--- src/rtl/mpd_pkg.sv ---
// Package for the PS/2 mouse packet decoder: event codes, the job record
// passed from the front end to the back end, and queue sizing.
// No dependencies.
`default_nettype none
package mpd_pkg;

   // Event codes on the result channel
   typedef enum logic [1:0] {
      KIND_MOVE = 2'd0,
      KIND_DOWN = 2'd1,
      KIND_UP   = 2'd2
   } event_kind_type;

   // Button count and job queue sizing
   localparam int unsigned NUM_BUTTONS = 3;
   localparam int unsigned JOB_DEPTH   = 2;
   localparam int unsigned JOB_PTR_W   = $clog2(JOB_DEPTH);
   localparam int unsigned JOB_CNT_W   = $clog2(JOB_DEPTH + 1);

   // Byte positions inside a packet
   localparam logic [1:0] POS_BUTTONS = 2'd0;
   localparam logic [1:0] POS_X       = 2'd1;
   localparam logic [1:0] POS_Y       = 2'd2;

   // One completed packet that causes at least one event.
   // mask[0] is the move event, mask[3:1] the changed buttons 1 to 3.
   typedef struct packed {
      logic [3:0]             mask;
      logic [7:0]             dx;
      logic [7:0]             dy_raw;
      logic [NUM_BUTTONS-1:0] old_buttons;
   } job_type;

endpackage
`default_nettype wire

--- src/rtl/mpd_front.sv ---
// Front end of the PS/2 mouse packet decoder: filters aux bytes, collects
// three-byte packets, tracks button state and issues jobs.
// Depends on mpd_pkg.
`default_nettype none
module mpd_front
   import mpd_pkg::*;
(
   input  wire logic    clock,
   input  wire logic    reset,
   input  wire logic    req_accept,
   input  wire logic    aux_ready,
   input  wire logic [7:0] data_byte,
   output logic         job_push,
   output job_type      job
);

   logic [1:0]             pos_ff, pos_in;
   logic [7:0]             byte0_ff, byte0_in;
   logic [7:0]             byte1_ff, byte1_in;
   logic [NUM_BUTTONS-1:0] buttons_ff, buttons_in;
   logic [NUM_BUTTONS-1:0] changed;
   logic                   has_move;
   logic                   take;

   assign take     = req_accept && aux_ready;
   assign changed  = byte0_ff[NUM_BUTTONS-1:0] ^ buttons_ff;
   assign has_move = (byte1_ff != 8'd0) || (data_byte != 8'd0);

   // Build the job for a packet completed by this byte
   always_comb begin
      job.mask        = {changed, has_move};
      job.dx          = byte1_ff;
      job.dy_raw      = data_byte;
      job.old_buttons = buttons_ff;
      job_push        = take && (pos_ff == POS_Y) && (job.mask != 4'd0);
   end

   // Advance the packet position and latch packet bytes
   always_comb begin
      pos_in     = pos_ff;
      byte0_in   = byte0_ff;
      byte1_in   = byte1_ff;
      buttons_in = buttons_ff;
      if (take) begin
         case (pos_ff)
            POS_BUTTONS: begin
               byte0_in = data_byte;
               pos_in   = POS_X;
            end
            POS_X: begin
               byte1_in = data_byte;
               pos_in   = POS_Y;
            end
            POS_Y: begin
               buttons_in = byte0_ff[NUM_BUTTONS-1:0];
               pos_in     = POS_BUTTONS;
            end
            default: begin
               pos_in = POS_BUTTONS;
            end
         endcase
      end
   end

   always_ff @(posedge clock) begin
      if (reset) begin
         pos_ff     <= POS_BUTTONS;
         buttons_ff <= '0;
      end else begin
         pos_ff     <= pos_in;
         buttons_ff <= buttons_in;
      end
   end

   // Packet bytes need no reset
   always_ff @(posedge clock) begin
      byte0_ff <= byte0_in;
      byte1_ff <= byte1_in;
   end

endmodule
`default_nettype wire

--- src/rtl/mpd_job_queue.sv ---
// Short job queue between front and back end of the mouse packet decoder.
// Depends on mpd_pkg.
`default_nettype none
module mpd_job_queue
   import mpd_pkg::*;
(
   input  wire logic clock,
   input  wire logic reset,
   input  wire logic push,
   input  job_type   push_job,
   output logic      full,
   input  wire logic pop,
   output logic      empty,
   output job_type   head_job
);

   job_type              slot_ff [JOB_DEPTH];
   logic [JOB_PTR_W-1:0] wr_ptr_ff, rd_ptr_ff;
   logic [JOB_CNT_W-1:0] count_ff, count_in;
   logic                 do_push, do_pop;

   assign full     = (count_ff == JOB_CNT_W'(JOB_DEPTH));
   assign empty    = (count_ff == '0);
   assign do_push  = push && !full;
   assign do_pop   = pop && !empty;
   assign head_job = slot_ff[rd_ptr_ff];

   always_comb begin
      count_in = count_ff;
      if (do_push && !do_pop) count_in = count_ff + JOB_CNT_W'(1);
      else if (do_pop && !do_push) count_in = count_ff - JOB_CNT_W'(1);
   end

   // Advance pointers and count
   always_ff @(posedge clock) begin
      if (reset) begin
         wr_ptr_ff <= '0;
         rd_ptr_ff <= '0;
         count_ff  <= '0;
      end else begin
         count_ff <= count_in;
         if (do_push) begin
            wr_ptr_ff <= (wr_ptr_ff == JOB_PTR_W'(JOB_DEPTH - 1)) ? '0
                                                                  : wr_ptr_ff + JOB_PTR_W'(1);
         end
         if (do_pop) begin
            rd_ptr_ff <= (rd_ptr_ff == JOB_PTR_W'(JOB_DEPTH - 1)) ? '0
                                                                  : rd_ptr_ff + JOB_PTR_W'(1);
         end
      end
   end

   // Store the job
   always_ff @(posedge clock) begin
      if (do_push) slot_ff[wr_ptr_ff] <= push_job;
   end

endmodule
`default_nettype wire

--- src/rtl/mpd_back.sv ---
// Back end of the mouse packet decoder: expands one job into its move and
// button events into the result register, one per cycle unless it stalls.
// Depends on mpd_pkg.
`default_nettype none
module mpd_back
   import mpd_pkg::*;
(
   input  wire logic  clock,
   input  wire logic  reset,
   input  wire logic  job_empty,
   input  job_type    head_job,
   output logic       job_pop,
   input  wire logic  rsp_pop,
   output logic       rsp_empty,
   output logic [1:0] rsp_event_kind,
   output logic signed [7:0] rsp_move_x,
   output logic signed [8:0] rsp_move_y,
   output logic [1:0] rsp_button_number,
   output logic       rsp_last_event
);

   logic [3:0]             pend_ff, pend_in;
   logic [7:0]             dx_ff;
   logic [7:0]             dy_ff;
   logic [NUM_BUTTONS-1:0] old_ff;
   logic                   out_valid_ff, out_valid_in;
   logic [1:0]             kind_ff, kind_in;
   logic signed [7:0]      mx_ff, mx_in;
   logic signed [8:0]      my_ff, my_in;
   logic [1:0]             btn_ff, btn_in;
   logic                   last_ff, last_in;
   logic [3:0]             sel;
   logic [3:0]             rest;
   logic                   emit;
   logic                   load;

   // Pick the lowest pending event: move first, then buttons 1 to 3
   always_comb begin
      sel = 4'd0;
      if (pend_ff[0]) sel = 4'b0001;
      else if (pend_ff[1]) sel = 4'b0010;
      else if (pend_ff[2]) sel = 4'b0100;
      else if (pend_ff[3]) sel = 4'b1000;
   end

   assign rest    = pend_ff & ~sel;
   assign emit    = (pend_ff != 4'd0) && (!out_valid_ff || rsp_pop);
   assign load    = (pend_ff == 4'd0) || (emit && (rest == 4'd0));
   assign job_pop = load && !job_empty;

   // Form the next event and hold the result register while stalled
   always_comb begin
      pend_in      = pend_ff;
      out_valid_in = out_valid_ff && !rsp_pop;
      kind_in      = kind_ff;
      mx_in        = mx_ff;
      my_in        = my_ff;
      btn_in       = btn_ff;
      last_in      = last_ff;
      if (emit) begin
         pend_in      = rest;
         out_valid_in = 1'b1;
         last_in      = (rest == 4'd0);
         mx_in        = '0;
         my_in        = '0;
         kind_in      = KIND_MOVE;
         btn_in       = 2'd0;
         case (sel)
            4'b0001: begin
               mx_in = $signed(dx_ff);
               my_in = $signed(9'd0 - {dy_ff[7], dy_ff});
            end
            4'b0010: begin
               kind_in = old_ff[0] ? KIND_UP : KIND_DOWN;
               btn_in  = 2'd1;
            end
            4'b0100: begin
               kind_in = old_ff[1] ? KIND_UP : KIND_DOWN;
               btn_in  = 2'd2;
            end
            4'b1000: begin
               kind_in = old_ff[2] ? KIND_UP : KIND_DOWN;
               btn_in  = 2'd3;
            end
            default: begin
               btn_in = 2'd0;
            end
         endcase
      end
      if (job_pop) pend_in = head_job.mask;
   end

   always_ff @(posedge clock) begin
      if (reset) begin
         pend_ff      <= '0;
         out_valid_ff <= 1'b0;
      end else begin
         pend_ff      <= pend_in;
         out_valid_ff <= out_valid_in;
      end
   end

   // Job payload and result payload need no reset
   always_ff @(posedge clock) begin
      if (job_pop) begin
         dx_ff  <= head_job.dx;
         dy_ff  <= head_job.dy_raw;
         old_ff <= head_job.old_buttons;
      end
      kind_ff <= kind_in;
      mx_ff   <= mx_in;
      my_ff   <= my_in;
      btn_ff  <= btn_in;
      last_ff <= last_in;
   end

   assign rsp_empty         = !out_valid_ff;
   assign rsp_event_kind    = kind_ff;
   assign rsp_move_x        = mx_ff;
   assign rsp_move_y        = my_ff;
   assign rsp_button_number = btn_ff;
   assign rsp_last_event    = last_ff;

endmodule
`default_nettype wire

--- src/rtl/ps2_mouse_packet_decoder_core.sv ---
// Top level of the PS/2 mouse packet decoder.
// Depends on mpd_pkg, mpd_front, mpd_job_queue and mpd_back.
//
// Each request is one controller byte with its aux flag; bytes without the
// flag are dropped. Every third aux byte completes a packet, which yields a
// move event (when either motion byte is nonzero) and then one press or
// release event per changed button, 1 to 3, with the final event flagged.
// A request is taken whenever the job queue is not full; a packet's events
// leave the single event register in the back end at one per cycle while
// the result side pops them. Up to two completed packets wait in the job
// queue between front and back end, so requests keep flowing while results
// are stalled until that queue fills.
`default_nettype none
module ps2_mouse_packet_decoder_core
   import mpd_pkg::*;
(
   input  wire logic        clock,
   input  wire logic        reset,
   input  wire logic        req_push,
   output logic             req_full,
   input  wire logic        req_aux_ready,
   input  wire logic [7:0]  req_data_byte,
   output logic             rsp_empty,
   input  wire logic        rsp_pop,
   output logic [1:0]       rsp_event_kind,
   output logic signed [7:0] rsp_move_x,
   output logic signed [8:0] rsp_move_y,
   output logic [1:0]       rsp_button_number,
   output logic             rsp_last_event
);

   logic    job_push;
   job_type job_in;
   logic    q_full;
   logic    q_empty;
   logic    job_pop;
   job_type head_job;

   assign req_full = q_full;

   mpd_front u_front (
      .clock      (clock),
      .reset      (reset),
      .req_accept (req_push && !q_full),
      .aux_ready  (req_aux_ready),
      .data_byte  (req_data_byte),
      .job_push   (job_push),
      .job        (job_in)
   );

   mpd_job_queue u_queue (
      .clock    (clock),
      .reset    (reset),
      .push     (job_push),
      .push_job (job_in),
      .full     (q_full),
      .pop      (job_pop),
      .empty    (q_empty),
      .head_job (head_job)
   );

   mpd_back u_back (
      .clock             (clock),
      .reset             (reset),
      .job_empty         (q_empty),
      .head_job          (head_job),
      .job_pop           (job_pop),
      .rsp_pop           (rsp_pop),
      .rsp_empty         (rsp_empty),
      .rsp_event_kind    (rsp_event_kind),
      .rsp_move_x        (rsp_move_x),
      .rsp_move_y        (rsp_move_y),
      .rsp_button_number (rsp_button_number),
      .rsp_last_event    (rsp_last_event)
   );

endmodule
`default_nettype wire
--- config.mk ---
export PLATFORM = sky130hd
export DESIGN_NAME = ps2_mouse_packet_decoder_core
export DESIGN_NICKNAME = d
export VERILOG_FILES = /design/src/rtl/mpd_pkg.sv /design/src/rtl/mpd_front.sv /design/src/rtl/mpd_job_queue.sv /design/src/rtl/mpd_back.sv /design/src/rtl/ps2_mouse_packet_decoder_core.sv
export SDC_FILE = /design/constraint.sdc
export NUM_CORES = 1
export LEC_CHECK = 0
export ABC_AREA = 1
export BUFFER_PORTS_ARGS = -buffer_cell sky130_fd_sc_hd__buf_2
export CAP_MARGIN = 30
export CORE_MARGIN = 8
export CORE_UTILIZATION = 34
export DETAILED_ROUTE_END_ITERATION = 8
export PLACE_DENSITY = 0.55
export SYNTH_ARGS = -nofsm -noshare
export SYNTH_HDL_FRONTEND = slang
export SYNTH_SLANG_ARGS = --single-unit
export TNS_END_PERCENT = 100
--- constraint.sdc ---
create_clock -name clock -period 4.05 [get_ports clock]
set_input_delay 0.6075 -clock clock [delete_from_list [all_inputs] [get_ports clock]]
set_output_delay 0.6075 -clock clock [all_outputs]
set_load 0.05 [all_outputs]
==> impl_metrics.ini, run 1 <==
[setup_path]
worst-path-stages = 11
crit_chain = nand2_1 -> clkinv_1 -> nor2_2 -> nand3_2 -> nand2_4 -> nand2_8 -> ha_1 -> a21oi_1 -> o21ai_0 -> o21ai_0 -> a21oi_1
cpLargestDelayFamily = flip-flops
critPathBufInv = 1
start_kind = flip-flop
r2r_cells = 11
crit_end = u_queue.count_ff[1]$_SDFFE_PP0P_
max_stage_delay_ps = 770
r2r_slack_ps = 1860
critPathMaxFanout = 18
path_class = reg -> reg
crit_path_end_kind = flip-flop
worstReg2RegEnd = u_queue.count_ff[1]$_SDFFE_PP0P_
r2r-start = u_back.pend_ff[0]$_SDFFE_PP0P_
cp.required_ps = 4330
critPathLaunch = u_back.pend_ff[0]$_SDFFE_PP0P_
arrival_ps = 2470
slowest_stage = dfxtp_1

[power]
p_switching_mw = 1.48
ir_drop_uv = 282
switching_share_pct = 33.5
p_comb_share_pct = 25.6
p_leak_nw = 2.17
power_mw = 4.41
p_seq_share_pct = 39.1
internal-power_mw = 2.93
power.share.clock_pct = 35.3
power.density_nw_per_um2 = 815

[detailed_routing]
viasPerCell = 4.20
drt_wl_total_um = 7370
ant_nets = 0
first_iter_violations = 116
vias = 2489
drc_errors = 0
dr.pass1.iters = 4
routedWlPerCell_um = 12.4

[yosys]
synthesis.area_um2 = 4420
yosysSeqAreaShare_pct = 73.4
synth_nets = 374
yosys_warnings = 0
syn_inst = 359
synthDistinctLibCells = 33
synth-seq-cells = 113
postSynthAreaPerCell_um2 = 12.3

[final_layout]
layout_commonest_cell = nand2_1
finalNonFillerCells = 593
nFillCells = 1196
final_cell_mix = nand2_1 (99), edfxtp_1 (98), buf_2 (36)
areaGrowthSynthToFinish_pct = 22.6
multiInputGateArea_um2 = 976
fin_nets = 423
drive_gt1_share_pct = 21.4
antennaDiodeCount = 0
seq_area_um2 = 3240

[clocking]
cts-root-buf = clkbuf_16
clock_path_buffers = 2
cts_setup_buffers = 0
clock_sinks = 113
cts_made_buffers = 17
post_cts_resized = 0
clk_latency_ps = 400
cts_tree = built
cts_hold_buf = 0
htree_levels = 4
clk_pin_slew_ps = 50

[sta]
final.setup.tns_ps = 0
rsz0062_at_grt = false
fmax_mhz = 457
worst_pin_slew_ps = 727
drv_slew = 0
fin_crit_sh_pct = 54.0
slew-limit-headroom_pct = 51.3
period_needed_ps = 2190
setup_viol = 0
hold_violations = 0
fin_skew_ps = 8.95

[worst_hold_path]
min_path_type = in -> reg

[global_route]
grtUsageTotal_pct = 9.68
antenna_found_initial = 0
grt_overflow = 0
grt_start_max_net_pins = 25
grt_first_pass_wirelength_um = 12600
grt_pass1_vias = 2623

[placed_design]
gp_congestion = 0.712
dp.cells = 561
port_buffers = 36
hpwl_um = 5130

[floorplanning]
core_area_um2 = 12700
die_area_um2 = 16900
die_x_um = 130
start_util_pct = 34.9
io_pins = 37
chipHeight_um = 130
rows = 41

[run]
cap_violations = 0

[status]
outcome = finished clean
==> registers in the layout, summed over array words and instances, names as in the netlist, named ones only <==
name	flops
u_front.byte1_ff	8
u_back.out_valid_ff	1
u_queue.slot_ff	46
u_front.byte0_ff	3
u_queue.rd_ptr_ff	1
u_front.pos_ff	2
u_back.rsp_button_number	2
u_back.pend_ff	4
u_back.dx_ff	8
u_back.rsp_move_x	8
u_front.buttons_ff	3
u_back.rsp_event_kind	2
u_back.rsp_move_y	9
u_back.rsp_last_event	1
u_queue.wr_ptr_ff	1
u_back.old_ff	3
u_back.dy_ff	8
u_queue.count_ff	2
==> layer usage <==
| layer | global-route usage, % | vias to the layer above | routed length [um] |
|---|---|---|---|
| li1 | - | 1304 | - |
| met1 | 12.3 | 1118 | 3630 |
| met2 | 14.8 | 55 | 3270 |
| met3 | 2.86 | 12 | 324 |
| met4 | 4.92 | 0 | 153 |
| met5 | 0 | - | 0 |
==> synthesized netlist by cell type (all sizes together) <==
master	count	area share, %
a211oi	2	0.34
a21oi	13	1.7
buf	6	0.79
clkbuf	2	0.17
clkinv	3	0.37
dfxtp	15	6.8
edfxtp	98	67
ha	2	0.57
inv	39	3.3
mux2i	3	0.68
nand2	105	9.8
nand3	15	1.9
nor2	34	3.9
nor3	6	0.68
nor4	1	0.14
o21a	1	0.17
o21ai	9	1.0
o221ai	1	0.20
xnor2	3	0.59
xor2	1	0.20
==> cell families after synthesis <==
| logic type | synth area share [%] |
|---|---|
| buffers and inverters | 4.64 |
| adders and majority gates | 0.566 |
| and+or+nand+nor | 16.5 |
| AOI/OAI and AO/OA | 3.45 |
| muxes | 0.680 |
| DFF | 73.4 |
| xor gates and xnor gates | 0.793 |
==> power groups by stage <==
stage	combinational [mW]	clock (mW)	sequential, mW
after floorplan	0.504	0	2.13
after global placement	1.13	0	1.75
after detailed placement	1.15	0	1.75
after CTS	1.15	1.58	1.73
after global routing	1.24	1.64	1.76
final	1.13	1.56	1.73
==> cell type report <==
type,instances,area share [%]
Sequential cell,113,59.9
Multi-Input combinational cell,196,18.0
Clock buffer,19,7.99
Tap cell,172,3.97
Timing Repair Buffer,38,3.60
Clock inverter,13,3.53
Inverter,42,3.00
==> stage by stage <==
step                utilization (%)  setup slack (ps)  hold slack (ps)  area, um^2
detailed placement             37.8              1720              464        4790
global route                   42.7              1570              419        5420
global placement               37.8              1790              458        4790
finish                         42.7              1860              426        5420
CTS                            42.7              1840              419        5420
floorplan                         -               917              443        4420
==> worst min-delay path by stage <==
stage                                                start  cells after the start                               end  slack (ps)
after floorplan           u_queue.count_ff[1]$_SDFFE_PP0P_                      2  u_queue.count_ff[1]$_SDFFE_PP0P_         440
after global placement    u_queue.count_ff[1]$_SDFFE_PP0P_                      2  u_queue.count_ff[1]$_SDFFE_PP0P_         460
after detailed placement  u_queue.count_ff[1]$_SDFFE_PP0P_                      2  u_queue.count_ff[1]$_SDFFE_PP0P_         460
after CTS                                 req_data_byte[6]                      1   u_queue.slot_ff[1][9]$_DFFE_PP_         420
after global routing                      req_data_byte[6]                      1     u_front.byte1_ff[6]$_DFFE_PP_         420
final                                     req_data_byte[4]                      1   u_queue.slot_ff[1][7]$_DFFE_PP_         430
(Power assumes the default switching activity.)
==> run 2, diff against run 1 <==
--- a/config.mk
+++ b/config.mk
@@ -5,7 +5,7 @@
 export SDC_FILE = /design/constraint.sdc
 export NUM_CORES = 1
 export LEC_CHECK = 0
-export ABC_AREA = 1
+export ABC_AREA = 0
 export BUFFER_PORTS_ARGS = -buffer_cell sky130_fd_sc_hd__buf_2
 export CAP_MARGIN = 30
 export CORE_MARGIN = 8
==> constraint.sdc (replaced) <==
create_clock -name clock -period 2.17 [get_ports clock]
set_input_delay 0.3255 -clock clock [delete_from_list [all_inputs] [get_ports clock]]
set_output_delay 0.3255 -clock clock [all_outputs]
set_load 0.05 [all_outputs]
==> run 2 against run 1 <==
Effect of this change:
- via count shrank 2.6%
- hold slack lost 190 ps
- utilization grew 1.7 points
- sequential power grew 77%
- flip-flop and latch count is the same
- global-route usage grew 0.075 points
- clock skew grew 0.98 ps
- clock-buffer cell count is the same
- power grew 68%
- largest power group unchanged
==> impl_metrics.ini, run 2 <==
[status]
outcome = finished clean

[sta]
rsz0062_at_grt = true
fin_skew_ps = 9.93
fmax_mhz = 473
setup_viol = 0
hold_violations = 0
fin_crit_sh_pct = 97.4
worst_pin_slew_ps = 562
slew-limit-headroom_pct = 62.6
drv_slew = 0
period_needed_ps = 2110
setup_ws_ps = 55.5

[detailed_routing]
wl_met2_um = 3540
highest_layer = met4
viasPerCell = 4.44
vias = 2424
dr.pass1.iters = 6
m1WireLength_um = 3660
ant_nets = 0
first_iter_violations = 115
drt_wl_total_um = 7680
drc_errors = 0
wl_met3_um = 407
routedWlPerCell_um = 14.1

[yosys]
synth-seq-cells = 113
synth_nets = 298
synthDistinctLibCells = 46
synthesis.area_um2 = 4430
synthTopCellsByCount = edfxtp_1 (98), mux2_2 (19), dfxtp_1 (15)
ys.flop_type = edfxtp_1
synth_async_sr_flop_share_pct = 0
yosysTopAreaCell = edfxtp_1
yosys_warnings = 0
yosysMostFrequentCell = edfxtp_1
synth-edff-count = 98
postSynthAreaPerCell_um2 = 15.7
synthTopCellsByArea = edfxtp_1 (66%), dfxtp_1 (6.8%), mux2_2 (4.8%), and2_1 (1.8%), mux2i_1 (1.6%)
syn_inst = 283
yosysSeqAreaShare_pct = 73.2
synth_top_area_share_pct = 66.4

[final_layout]
layout_commonest_cell = edfxtp_1
fin_nets = 377
areaGrowthSynthToFinish_pct = 27.1
fin_area_um2 = 5630
regMostFlops = u_queue.slot_ff
nFillCells = 1164
final_cell_mix = edfxtp_1 (98), buf_2 (36), buf_4 (35)
antennaDiodeCount = 0
largest_reg_flops = 46
drive_gt1_share_pct = 36.9

[clocking]
clk_latency_ps = 400
cts-root-buf = clkbuf_16
clock_sinks = 113
cts_tree = built
cts_made_buffers = 17
cts_hold_buf = 0
clk_pin_slew_ps = 50
clock_path_buffers = 2
htree_levels = 4

[global_route]
grtUsageTotal_pct = 9.75
grt_overflow = 0
grt_first_pass_wirelength_um = 12300
antenna_found_initial = 0
grt_start_max_net_pins = 29
grt_pass1_vias = 2439

[worst_hold_path]
min_path_type = in -> reg

[setup_path]
cp.required_ps = 2500
path_class = reg -> reg
crit_path_end_kind = flip-flop
start_kind = flip-flop
arrival_ps = 2450
critPathMaxFanout = 4

[power]
internal-power_mw = 5.06
switching_share_pct = 31.9
p_seq_share_pct = 41.3
power.density_nw_per_um2 = 1320
ir_drop_uv = 545
power.share.clock_pct = 32.9
p_comb_share_pct = 25.8
p_leak_nw = 2.03
p_switching_mw = 2.37

[floorplanning]
io_pins = 37
start_util_pct = 35.0
core_area_um2 = 12700
chipHeight_um = 130
die_area_um2 = 16900
rows = 41
die_x_um = 130

[placed_design]
place_area_um2 = 5060
place_ws_ps = -150
hpwl_um = 5410
port_buffers = 36
gp_congestion = 0.709

[run]
cap_violations = 0
## run 2: changes by cell type in the layout (fill, tap and decap cells not counted), sizes merged, moves of 5 or more
| cell | before | now |
|---|---|---|
| and2 | 0 | 14 |
| inv | 39 | 9 |
| nor2 | 34 | 14 |
| nor4 | 1 | 6 |
| nand2 | 105 | 10 |
| nand3 | 15 | 2 |
| mux2 | 0 | 19 |
| buf | 38 | 72 |
| or2 | 0 | 5 |
## run 2: critical path, cell delays in order (launching register included)
cell,delay (ps)
edfxtp_1,400
xor2_1,220
or2_2,320
o31a_4,370
ha_4,160
xor2_2,140
or3_1,320
a21oi_2,110
## run 2: worst paths after layout
kind                                       start                                to  slack, ps  cells past startpoint
setup / recovery   u_front.byte0_ff[1]$_DFFE_PP_  u_queue.count_ff[1]$_SDFFE_PP0P_         60                      7
hold / removal                  req_data_byte[2]     u_front.byte0_ff[2]$_DFFE_PP_        230                      2
setup reg to reg   u_front.byte0_ff[1]$_DFFE_PP_  u_queue.count_ff[1]$_SDFFE_PP0P_         60                      7
hold reg to reg   u_front.pos_ff[1]$_SDFFE_PP0N_    u_front.pos_ff[1]$_SDFFE_PP0N_        480                      2
## run 2: cell type report
cell class	count	area, um^2	share of cell area (%)
clock buffers	19	433	7.69
clock inverters	12	95.1	1.69
inverters	9	33.8	0.600
multi-input cells	149	1150	20.4
flip-flops and latches	113	3240	57.6
well taps	172	215	3.82
repair buffers	72	463	8.22
## run 2: cell families after synthesis
family | share of synthesized area (%)
AND/OR/NAND/NOR | 10.5
XOR/XNOR | 1.58
multiplexers | 6.41
buffers and inverters | 1.89
AO/OA/AOI/OAI | 5.87
flip-flops | 73.2
adder cells (fa/ha/maj) | 0.564
## run 2: through the flow
step                setup TNS [ps]  util, %  total power [mW]  hold WS (ps)  std cells
finish                           0     44.5              7.43           232        546
global route                 -46.0     44.5              7.77           221        546
CTS                          -3.06     44.3              7.53           213        546
detailed placement            -946     39.9              5.04           472        514
global placement              -114     39.9              5.00           462        514
floorplan                        0        -              4.47           424        283
## run 2: power groups by stage
stage	combinational [mW]	clock [mW]	sequential [mW]
floorplan	0.805	0	3.66
global placement	1.90	0	3.10
detailed placement	1.93	0	3.11
CTS	1.94	2.51	3.07
global route	2.06	2.60	3.11
finish	1.92	2.44	3.06
## run 2: timing repair
item	CTS	global route
pin swaps	4	1
setup endpoints to repair	24	48
buffers inserted	1	0
resized for setup	2	5
cloned	0	0
## run 2: metal layers
| metal | vias to the layer above | track usage (%) |
|---|---|---|
| met4 | 0 | 5.12 |
| li1 | 1230 | - |
| met2 | 39 | 14.2 |
| met3 | 4 | 4.12 |
| met5 | - | 0 |
| met1 | 1151 | 12.1 |
